--- src/rtl/assert_macros.svh ---
// Assertion macros shared by the RTL of the positional insert queue.
// Each macro expects signals clk and rst_n in the including scope.
`ifndef ASSERT_MACROS_SVH
`define ASSERT_MACROS_SVH

// Same-cycle implication, disabled during reset
`define PIQ_ASSERT_IMP(lbl, ante, cons) \
    lbl: assert property (@(posedge clk) disable iff (!rst_n) (ante) |-> (cons)) \
        else $error("implication check failed");

// Next-cycle implication, disabled during reset
`define PIQ_ASSERT_NXT(lbl, ante, cons) \
    lbl: assert property (@(posedge clk) disable iff (!rst_n) (ante) |=> (cons)) \
        else $error("next-cycle check failed");

`endif

--- src/rtl/piq_pkg.sv ---
// Package for the positional insert queue: sizes, request codes, beat types.
// No dependencies; used by piq_cell and positional_insert_queue_unit.
`timescale 1ns / 1ps

package piq_pkg;

    localparam int DEPTH  = 16;
    localparam int DATA_W = 32;
    localparam int POS_W  = 6;
    localparam int CNT_W  = $clog2(DEPTH + 1);
    localparam int IDX_W  = $clog2(DEPTH);

    // Request codes
    localparam logic [1:0] REQ_APPEND = 2'd0;
    localparam logic [1:0] REQ_INSERT = 2'd1;
    localparam logic [1:0] REQ_REMOVE = 2'd2;

    typedef struct packed {
        logic [1:0]        req_type;
        logic [POS_W-1:0]  position;
        logic [DATA_W-1:0] payload;
    } req_beat_t;

    typedef struct packed {
        logic [DATA_W-1:0] head_data;
        logic              head_valid;
        logic [4:0]        entry_count;
        logic              overflow;
    } rsp_beat_t;

    // Operation broadcast to every cell
    typedef enum logic [1:0] {
        CELL_HOLD   = 2'd0,
        CELL_INSERT = 2'd1,
        CELL_REMOVE = 2'd2
    } cell_op_t;

    typedef struct packed {
        cell_op_t         op;
        logic [IDX_W-1:0] idx;
    } cell_cmd_t;

endpackage

--- src/rtl/piq_cell.sv ---
// One storage cell of the queue chain: holds a word, loads new data or
// takes a neighbor's word. Depends on piq_pkg.
`timescale 1ns / 1ps

module piq_cell (
    input  logic                      clk,
    input  piq_pkg::cell_cmd_t        cmd,
    input  logic [piq_pkg::IDX_W-1:0] cell_idx,
    input  logic [piq_pkg::DATA_W-1:0] left_data,
    input  logic [piq_pkg::DATA_W-1:0] right_data,
    input  logic [piq_pkg::DATA_W-1:0] new_data,
    output logic [piq_pkg::DATA_W-1:0] data
);

    logic [piq_pkg::DATA_W-1:0] data_reg;
    logic [piq_pkg::DATA_W-1:0] data_next;

    // Insert: cells above the target take from the left, the target loads.
    // Remove: every cell takes from the right.
    always_comb
    begin
        data_next = data_reg;
        unique case (cmd.op)
            piq_pkg::CELL_INSERT:
            begin
                if (cell_idx == cmd.idx)
                    data_next = new_data;
                else if (cell_idx > cmd.idx)
                    data_next = left_data;
            end
            piq_pkg::CELL_REMOVE: data_next = right_data;
            default:              data_next = data_reg;
        endcase
    end

    // Payload only, no reset
    always_ff @(posedge clk)
    begin
        data_reg <= data_next;
    end

    assign data = data_reg;

endmodule

--- src/rtl/positional_insert_queue_unit.sv ---
// Top level of the positional insert queue: control, fill count, cell chain
// and response register. Depends on piq_pkg, piq_cell and assert_macros.svh.
`timescale 1ns / 1ps
`include "assert_macros.svh"

// Usage
//   req channel (req_valid / req_stall / req): one request beat carries
//   req_type (append, insert at position, remove head), a 1-based position
//   and a payload word. rsp channel (rsp_valid / rsp_stall / rsp): one
//   response beat per request with the head word, head valid, entry count
//   and an overflow flag for an append or insert dropped on a full queue.
//   The response is registered and appears in the cycle after the request is taken.
//   Throughput: one request per cycle while the response side is not stalled.
//   Every cell of the chain shifts or loads in the same cycle.
//   The response register decouples the sides: while it holds a beat that
//   is stalled, req_stall is high and no new request is taken; once taken,
//   a new request can enter in that same cycle.
//   Reset empties the queue (count zero) and clears the response valid;
//   stored words are not cleared and are never exposed before written.
//   An empty queue reports head_data zero and head_valid zero.

module positional_insert_queue_unit (
    input  logic               clk,
    input  logic               rst_n,
    input  logic               req_valid,
    output logic               req_stall,
    input  piq_pkg::req_beat_t req,
    output logic               rsp_valid,
    input  logic               rsp_stall,
    output piq_pkg::rsp_beat_t rsp
);

    localparam logic [piq_pkg::CNT_W-1:0] FULL_CNT = piq_pkg::CNT_W'(piq_pkg::DEPTH);

    logic [piq_pkg::CNT_W-1:0] count_reg;
    logic [piq_pkg::CNT_W-1:0] count_next;
    logic                      rsp_valid_reg;
    logic                      rsp_valid_next;
    piq_pkg::rsp_beat_t        rsp_reg;
    piq_pkg::rsp_beat_t        rsp_next;

    logic                      accept;
    logic                      full;
    logic                      is_add;
    logic                      do_ins;
    logic                      do_rem;
    logic                      ovf;
    logic [piq_pkg::POS_W-1:0] pos_eff;
    logic [piq_pkg::POS_W-1:0] count_ext;
    logic [piq_pkg::IDX_W-1:0] tgt_idx;
    logic [piq_pkg::DATA_W-1:0] head_next;
    piq_pkg::cell_cmd_t        cmd;
    logic [piq_pkg::DATA_W-1:0] cell_data [piq_pkg::DEPTH];

    // Handshake
    assign req_stall = rsp_valid_reg && rsp_stall;
    assign accept    = req_valid && !req_stall;

    // Request decode and target slot
    always_comb
    begin
        full      = (count_reg == FULL_CNT);
        is_add    = (req.req_type == piq_pkg::REQ_APPEND) ||
                    (req.req_type == piq_pkg::REQ_INSERT);
        do_ins    = accept && is_add && !full;
        do_rem    = accept && (req.req_type == piq_pkg::REQ_REMOVE) && (count_reg != '0);
        ovf       = is_add && full;
        pos_eff   = (req.position == '0) ? piq_pkg::POS_W'(1) : req.position;
        count_ext = piq_pkg::POS_W'(count_reg);
        if ((req.req_type == piq_pkg::REQ_APPEND) || (count_reg == '0) ||
            (pos_eff > count_ext))
            tgt_idx = count_reg[piq_pkg::IDX_W-1:0];
        else
            tgt_idx = piq_pkg::IDX_W'(pos_eff - piq_pkg::POS_W'(1));
    end

    // Command broadcast to the chain
    always_comb
    begin
        cmd.idx = tgt_idx;
        if (do_ins)
            cmd.op = piq_pkg::CELL_INSERT;
        else if (do_rem)
            cmd.op = piq_pkg::CELL_REMOVE;
        else
            cmd.op = piq_pkg::CELL_HOLD;
    end

    // Cell chain: cell 0 is the head
    genvar gi;
    generate
        for (gi = 0; gi < piq_pkg::DEPTH; gi++)
        begin : g_cell
            logic [piq_pkg::DATA_W-1:0] left_w;
            logic [piq_pkg::DATA_W-1:0] right_w;
            if (gi == 0)
            begin : g_first
                assign left_w = req.payload;
            end
            else
            begin : g_mid_l
                assign left_w = cell_data[gi-1];
            end
            if (gi == piq_pkg::DEPTH - 1)
            begin : g_last
                assign right_w = cell_data[gi];
            end
            else
            begin : g_mid_r
                assign right_w = cell_data[gi+1];
            end
            piq_cell u_cell (
                .clk        (clk),
                .cmd        (cmd),
                .cell_idx   (piq_pkg::IDX_W'(gi)),
                .left_data  (left_w),
                .right_data (right_w),
                .new_data   (req.payload),
                .data       (cell_data[gi])
            );
        end
    endgenerate

    // Next count and head word
    always_comb
    begin
        count_next = count_reg;
        head_next  = cell_data[0];
        if (do_ins)
        begin
            count_next = count_reg + piq_pkg::CNT_W'(1);
            if (tgt_idx == '0)
                head_next = req.payload;
        end
        else if (do_rem)
        begin
            count_next = count_reg - piq_pkg::CNT_W'(1);
            head_next  = cell_data[1];
        end
    end

    // Response beat
    always_comb
    begin
        rsp_next.head_valid  = (count_next != '0);
        rsp_next.head_data   = (count_next != '0) ? head_next : '0;
        rsp_next.entry_count = 5'(count_next);
        rsp_next.overflow    = ovf;
        if (accept)
            rsp_valid_next = 1'b1;
        else if (!rsp_stall)
            rsp_valid_next = 1'b0;
        else
            rsp_valid_next = rsp_valid_reg;
    end

    // Control state
    always_ff @(posedge clk or negedge rst_n)
    begin
        if (!rst_n)
        begin
            count_reg     <= '0;
            rsp_valid_reg <= 1'b0;
        end
        else
        begin
            if (accept)
                count_reg <= count_next;
            rsp_valid_reg <= rsp_valid_next;
        end
    end

    // Response payload, no reset
    always_ff @(posedge clk)
    begin
        if (accept)
            rsp_reg <= rsp_next;
    end

    assign rsp_valid = rsp_valid_reg;
    assign rsp       = rsp_reg;

    // Checks
    `PIQ_ASSERT_IMP(a_count_bound, 1'b1, count_reg <= FULL_CNT)
    `PIQ_ASSERT_IMP(a_ovf_full, rsp_valid_reg && rsp_reg.overflow, rsp_reg.entry_count == 5'(FULL_CNT))
    `PIQ_ASSERT_IMP(a_head_valid, rsp_valid_reg, rsp_reg.head_valid == (rsp_reg.entry_count != '0))
    `PIQ_ASSERT_NXT(a_remove_dec, do_rem, count_reg == $past(count_reg) - piq_pkg::CNT_W'(1))
    `PIQ_ASSERT_NXT(a_count_rsp, accept, rsp_reg.entry_count == 5'(count_reg))

endmodule

--- config.mk ---
export PLATFORM = sky130hd
export DESIGN_NAME = positional_insert_queue_unit
export DESIGN_NICKNAME = d
export VERILOG_FILES = /design/src/rtl/piq_pkg.sv /design/src/rtl/piq_cell.sv /design/src/rtl/positional_insert_queue_unit.sv
export VERILOG_INCLUDE_DIRS = /design/src /design/src/rtl
export SDC_FILE = /design/constraint.sdc
export NUM_CORES = 1
export LEC_CHECK = 0
export BUFFER_PORTS_ARGS = -buffer_cell sky130_fd_sc_hd__buf_2
export CAP_MARGIN = 0
export CORE_ASPECT_RATIO = 0.75
export CORE_UTILIZATION = 58
export CTS_BUF_LIST = sky130_fd_sc_hd__clkbuf_16
export DETAILED_ROUTE_END_ITERATION = 12
export HOLD_SLACK_MARGIN = 0.15
export PLACE_DENSITY = 0.81
export SYNTH_ARGS = -nofsm -noshare
export SYNTH_HDL_FRONTEND = slang
export SYNTH_HIERARCHICAL = 1
export SYNTH_SLANG_ARGS = --single-unit
--- constraint.sdc ---
create_clock -name clk -period 11.2 [get_ports clk]
set_input_delay 1.12 -clock clk [delete_from_list [all_inputs] [get_ports clk]]
set_output_delay 1.12 -clock clk [all_outputs]
set_load 0.005 [all_outputs]
# == Word-level counts from Yosys, hierarchy flattened ==
# Cells that the tools add are included.
# op_classes
n_lt_le_gt_ge,17
addsub,3
reduce_logical,36
n_eq_ne,36
muxes,58
# ops
op,n
32-bit 2-to-1 mux,35
32-bit one-hot mux with 2 select lines,15
3-bit by 1-bit != test with 1-bit output (second input constant),14
4-bit == test (first input constant),8
4-bit greater-than comparator (first input constant),8
2-bit AND reduction,16
3-bit by 4-bit == test with 1-bit output (first input constant),4
3-bit by 4-bit greater-than comparator with 1-bit output (first input constant),4
5-bit 2-to-1 mux,2
5-bit nonzero test,2
2-bit by 4-bit == test with 1-bit output (first input constant),2
1-bit by 4-bit greater-than comparator with 1-bit output (first input constant),2
2-bit by 4-bit greater-than comparator with 1-bit output (first input constant),2
1-bit logical AND,7
6-bit by 5-bit greater-than comparator with 1-bit output,1
6-bit zero test,1
6-bit 2-to-1 mux,1
5-bit by 1-bit adder with 5-bit output (second input constant),1
5-bit == test (second input constant),1
5-bit zero test,1
5-bit by 1-bit subtractor with 5-bit output (second input constant),1
1-bit by 4-bit == test with 1-bit output (first input constant),1
2-bit by 1-bit == test with 1-bit output (second input constant),2
2-bit == test (second input constant),2
other kinds (11),17
# word_totals
input_bits,44
out_inout_bits,41
word_cells,172
register_bits,557

# == Longest topological paths before layout ==
# depth
ltp_word,10
mapped_depth,17
ltp_nobuf,17

# == Hierarchy ==
# Netlist, hierarchy kept.
# modules_own_cells
module,cells_per_inst,n_inst,area_per_inst_um2,seq_area_each_um2
piq_cell,155,16,1769.2,960.9
positional_insert_queue_unit,384,1,3811.2,1321.3

# == Worst setup path after synthesis ==
# No wires, ideal clock.
# synth_timing
path_type,input port to flip-flop
startpoint,input port req[37] (netlist name)
endpoint,register g_cell[10].u_cell.data_reg (netlist bit g_cell[10].u_cell/data[0]) (enable)
setup_slack_ps,6331
stages,15
required_time_ps,10812
n_path_buf,0
arrival_time_ps,4481
setup_ps,388
cell_sequence,nor2_1 nand2_1 nor2_1 nor2_1 ha_1 and3_1 a31o_2 nand2_1 o21ai_0 inv_1 ha_1 nor2b_1 o211ai_1 nand3b_1 a21o_1
# synth_rtl
item,line_no,rtl
"start, declared",positional_insert_queue_unit.sv:27,"input piq_pkg::req_beat_t req,"
"end signal, assigned",piq_cell.sv:39,data_reg <= data_next;
"end, declared",piq_cell.sv:15,logic [piq_pkg::DATA_W-1:0] data_reg;

==> insert_results.sql <==
INSERT INTO impl_metrics (metric_group, metric, value, unit) VALUES
('power_and_ir_drop', 'vdd_drop_max', '151', 'uV'),
('clocking', 'cts_hold_buffers', '0', ''),
('route', 'detailedRoute.firstPassIterationCount', '7', ''),
('global_route', 'grt_overflow_total', '0', ''),
('clocking', 'cts-root-to-sink-buffers', '3', ''),
('final_layout', 'layout_commonest_cell', 'edfxtp_1', ''),
('critical_path', 'worst_setup_path_start_kind', 'flip-flop', ''),
('critical_path', 'critical_path_buf_inv_count', '2', ''),
('synth', 'number_of_distinct_library_cells_after_synthesis', '59', ''),
('timing', 'rsz_0062_raised_after_global_routing', 'no', ''),
('critical_path', 'critical_path.slowest_cell', 'a21o_1', ''),
('clocking', 'cts_tree', 'built', ''),
('power_and_ir_drop', 'post-layout-total-power', '7.16', 'mW'),
('critical_path', 'required', '11.41', 'ns'),
('floorplan', 'core_area', '54500', 'um2'),
('floorplan', 'floorplan.die.width', '274', 'um'),
('hold_path', 'timing.hold.worst.class', 'in -> async', ''),
('timing', 'tightest_slew', '1.34', 'ns'),
('floorplan', 'die_area', '56300', 'um2'),
('synth', 'number_of_flops_mapped_to_enable_cells_by_yosys', '551', ''),
('power_and_ir_drop', 'cell_area_power_density', '207', 'nW/um2'),
('clocking', 'cts_sinks', '557', ''),
('synth', 'synth-seq-cells', '557', ''),
('timing', 'max_freq', '198', 'MHz'),
('route', 'dr.first_iter.drc_count', '2127', ''),
('timing', 'share_of_the_cycle_needed_by_the_critical_path_after_routing', '0.452', ''),
('timing', 'finalMaxSlewViolations', '0', ''),
('route', 'wl_per_cell', '19.6', 'um'),
('timing', 'worst_clock_skew', '0.0166', 'ns'),
('synth', 'proportion_of_register_bits_with_asynchronous_set_or_reset_after_synthesis', '0.0108', ''),
('floorplan', 'start_util', '0.589', ''),
('placed_design', 'place_congestion', '0.815', ''),
('synth', 'post_synthesis_cells', '2864', ''),
('placed_design', 'placement.io_buffers', '84', ''),
('critical_path', 'cp_cell_sequence', 'buf_4, inv_1, ha_1, and4b_1, and3_1, a31o_2, nand2_1, mux2_2, ha_1, and3_1, o21ai_0, nand3b_1, a21o_1', ''),
('synth', 'dominantRegCellSynth', 'edfxtp_1', ''),
('flow_run', 'max_cap_viol_count', '0', ''),
('final_layout', 'antennaDiodeCount', '0', ''),
('status', 'outcome', 'finished, final reports clean', ''),
('route', 'postRouteAntennaNets', '0', ''),
('route', 'routed-via-count', '22900', ''),
('final_layout', 'flow.area_growth_from_synthesis', '7.65', '%'),
('synth', 'synth_sequential_area_ratio', '0.520', ''),
('global_route', 'grt_max_degree', '67', ''),
('critical_path', 'worstSetupEndpointType', 'flip-flop', ''),
('final_layout', 'layout.cells.most_common_list', 'edfxtp_1, nand2_1, mux2i_1', ''),
('clocking', 'cts.repair.resized', '0', ''),
('synth', 'yosys_warnings', '6', ''),
('final_layout', 'fraction_of_final_layout_cells_sized_beyond_drive_strength_1', '0.101', ''),
('route', 'post-route-drc-count', '0', ''),
('clocking', 'post_cts_buffers', '0', ''),
('global_route', 'grt_pass1_wl', '119', 'mm'),
('critical_path', 'critical_path.top_delay_family', 'compound AO/OA/AOI/OAI gates', ''),
('critical_path', 'type_of_the_setup_path_with_the_least_slack', 'reg -> reg', ''),
('timing', 'slew-limit-headroom', '0.104', ''),
('route', 'routed_wirelength', '72.1', 'mm'),
('global_route', 'grt_util_all_layers', '0.256', ''),
('power_and_ir_drop', 'static_power_due_to_leakage', '14.7', 'nW'),
('global_route', 'first_global_vias', '23700', ''),
('route', 'routed_via_density', '6.23', ''),
('clocking', 'cts-buffers-inserted', '56', ''),
('synth', 'postSynthAreaPerCell', '11.2', 'um2'),
('critical_path', 'max_stage_delay', '1.01', 'ns'),
('final_layout', 'largest_register_ff_count', '512', ''),
('critical_path', 'largest_driver_fanout_on_the_critical_path', '38', ''),
('synth', 'syn_area', '32100', 'um2'),
('floorplan', 'rows', '74', ''),
('global_route', 'grt_antenna_before_repair', '0', ''),
('clocking', 'h-tree-depth', '2', ''),
('critical_path', 'critical_path_arrival', '5.27', 'ns'),
('timing', 'period_needed', '5.06', 'ns'),
('final_layout', 'num-nets-final', '3018', ''),
('floorplan', 'total_i_o_pin_count', '85', ''),
('timing', 'totalNegativeSetupSlack', '0', 'ns'),
('timing', 'setup_viol', '0', ''),
('placed_design', 'dpl.hpwl', '48.5', 'mm'),
('timing', 'timing_hold_violations_final', '0', ''),
('clocking', 'cts_root_buffer', 'clkbuf_16', ''),
('floorplan', 'die_y', '206', 'um'),
('clocking', 'clock_insertion_delay_worst_skew', '0.62', 'ns'),
('clocking', 'cts.reportedPaths.clkPinSlew', '0.06', 'ns');
-- layer usage --
metal | share of wire | track usage | vias up
met5 | 0 | 0 | -
met4 | 0.019 | 0.0732 | 0
met3 | 0.045 | 0.0267 | 125
met2 | 0.50 | 0.450 | 690
met1 | 0.43 | 0.336 | 11400
li1 | - | - | 10700
-- cell families (layout without fill, tap and decap cells) --
group                    count (synthesis)  in the layout  synth area share
XOR/XNOR                                 3              3          0.000818
adder cells (fa/ha/maj)                 72             72            0.0280
AND/OR/NAND/NOR                        687            687             0.100
buffers and inverters                  277            301            0.0489
flip-flops                             557            557             0.520
multiplexers                           516            516             0.161
other                                    2             64          0.000234
AO/OA/AOI/OAI                          750            750             0.141
-- per-stage QoR --
stage / instances / cell area [um2] / setup slack (ns) / hold slack (ns) / util
floorplan: 2926 / 32400 / 6.33 / 0.522 / -
global route: 3672 / 34600 / 5.96 / 0.336 / 0.634
finish: 3672 / 34600 / 6.14 / 0.333 / 0.634
global placement: 3565 / 32800 / 6.03 / 0.529 / 0.601
detailed placement: 3565 / 32800 / 5.89 / 0.544 / 0.601
CTS: 3671 / 34500 / 6.22 / 0.318 / 0.634
-- worst paths after layout --
kind	startpoint	to	slack, ns	depth (start not counted)
worst max-delay path	count_reg[4]$_DFFE_PN0P_	g_cell[2].u_cell/data[11]$_DFFE_PP_	6.14	13
worst min-delay path	rst_n	count_reg[2]$_DFFE_PN0P_	0.33	1
worst max register to register	count_reg[4]$_DFFE_PN0P_	g_cell[2].u_cell/data[11]$_DFFE_PP_	6.14	13
worst min register to register	g_cell[15].u_cell/data[9]$_DFFE_PP_	g_cell[14].u_cell/data[9]$_DFFE_PP_	0.55	2
max in group asynchronous	rst_n	count_reg[0]$_DFFE_PN0P_	10.71	1
min in group clk	g_cell[15].u_cell/data[9]$_DFFE_PP_	g_cell[14].u_cell/data[9]$_DFFE_PP_	0.55	2
-- area by class of cell --
cell class | instances | area (um2)
timing repair buffer | 122 | 726
multi-input combinational | 2092 | 14200
fill | 4092 | 20000
clock inverter | 49 | 343
tap | 722 | 903
clock buffer | 57 | 1430
sequential | 557 | 16700
inverter | 73 | 275
-- Yosys cell counts (9+ instances only) --
library cell / n / area [um2]
a222oi_1: 32 / 320
and3_1: 17 / 106
a21oi_1: 9 / 45.0
nor2_1: 10 / 37.5
o211ai_1: 48 / 360
inv_1: 71 / 267
a22o_1: 32 / 280
nor2b_1: 40 / 250
nor2b_2: 10 / 87.6
nand2_1: 550 / 2060
ha_1: 72 / 901
mux2i_1: 513 / 5130
nand4_4: 16 / 340
a21o_1: 18 / 135
buf_6: 53 / 597
o21ai_1: 82 / 410
o21ai_0: 452 / 2260
edfxtp_1: 551 / 16500
buf_2: 86 / 430
a21oi_2: 30 / 263
nand3b_1: 16 / 120
clkbuf_1: 58 / 218
o31a_1: 32 / 280
-- worst register-to-register path, cell delays in order, from the launching register on --
cell and delay [ns]:
dfrtp_1 0.33, buf_4 0.44, inv_1 0.30, ha_1 0.38, and4b_1 0.23, and3_1 0.19
a31o_2 0.25, nand2_1 0.19, mux2_2 0.55, ha_1 0.43, and3_1 0.17, o21ai_0 0.08
nand3b_1 0.10, a21o_1 1.01
-- report_power, final --
| group | internal (mW) | total [mW] | switching [mW] |
|---|---|---|---|
| sequential | 2.83 | 3.02 | 0.192 |
| clock | 1.02 | 1.83 | 0.813 |
| combinational | 0.934 | 2.31 | 1.37 |
No activity file was read; power rests on OpenSTA's default activity.
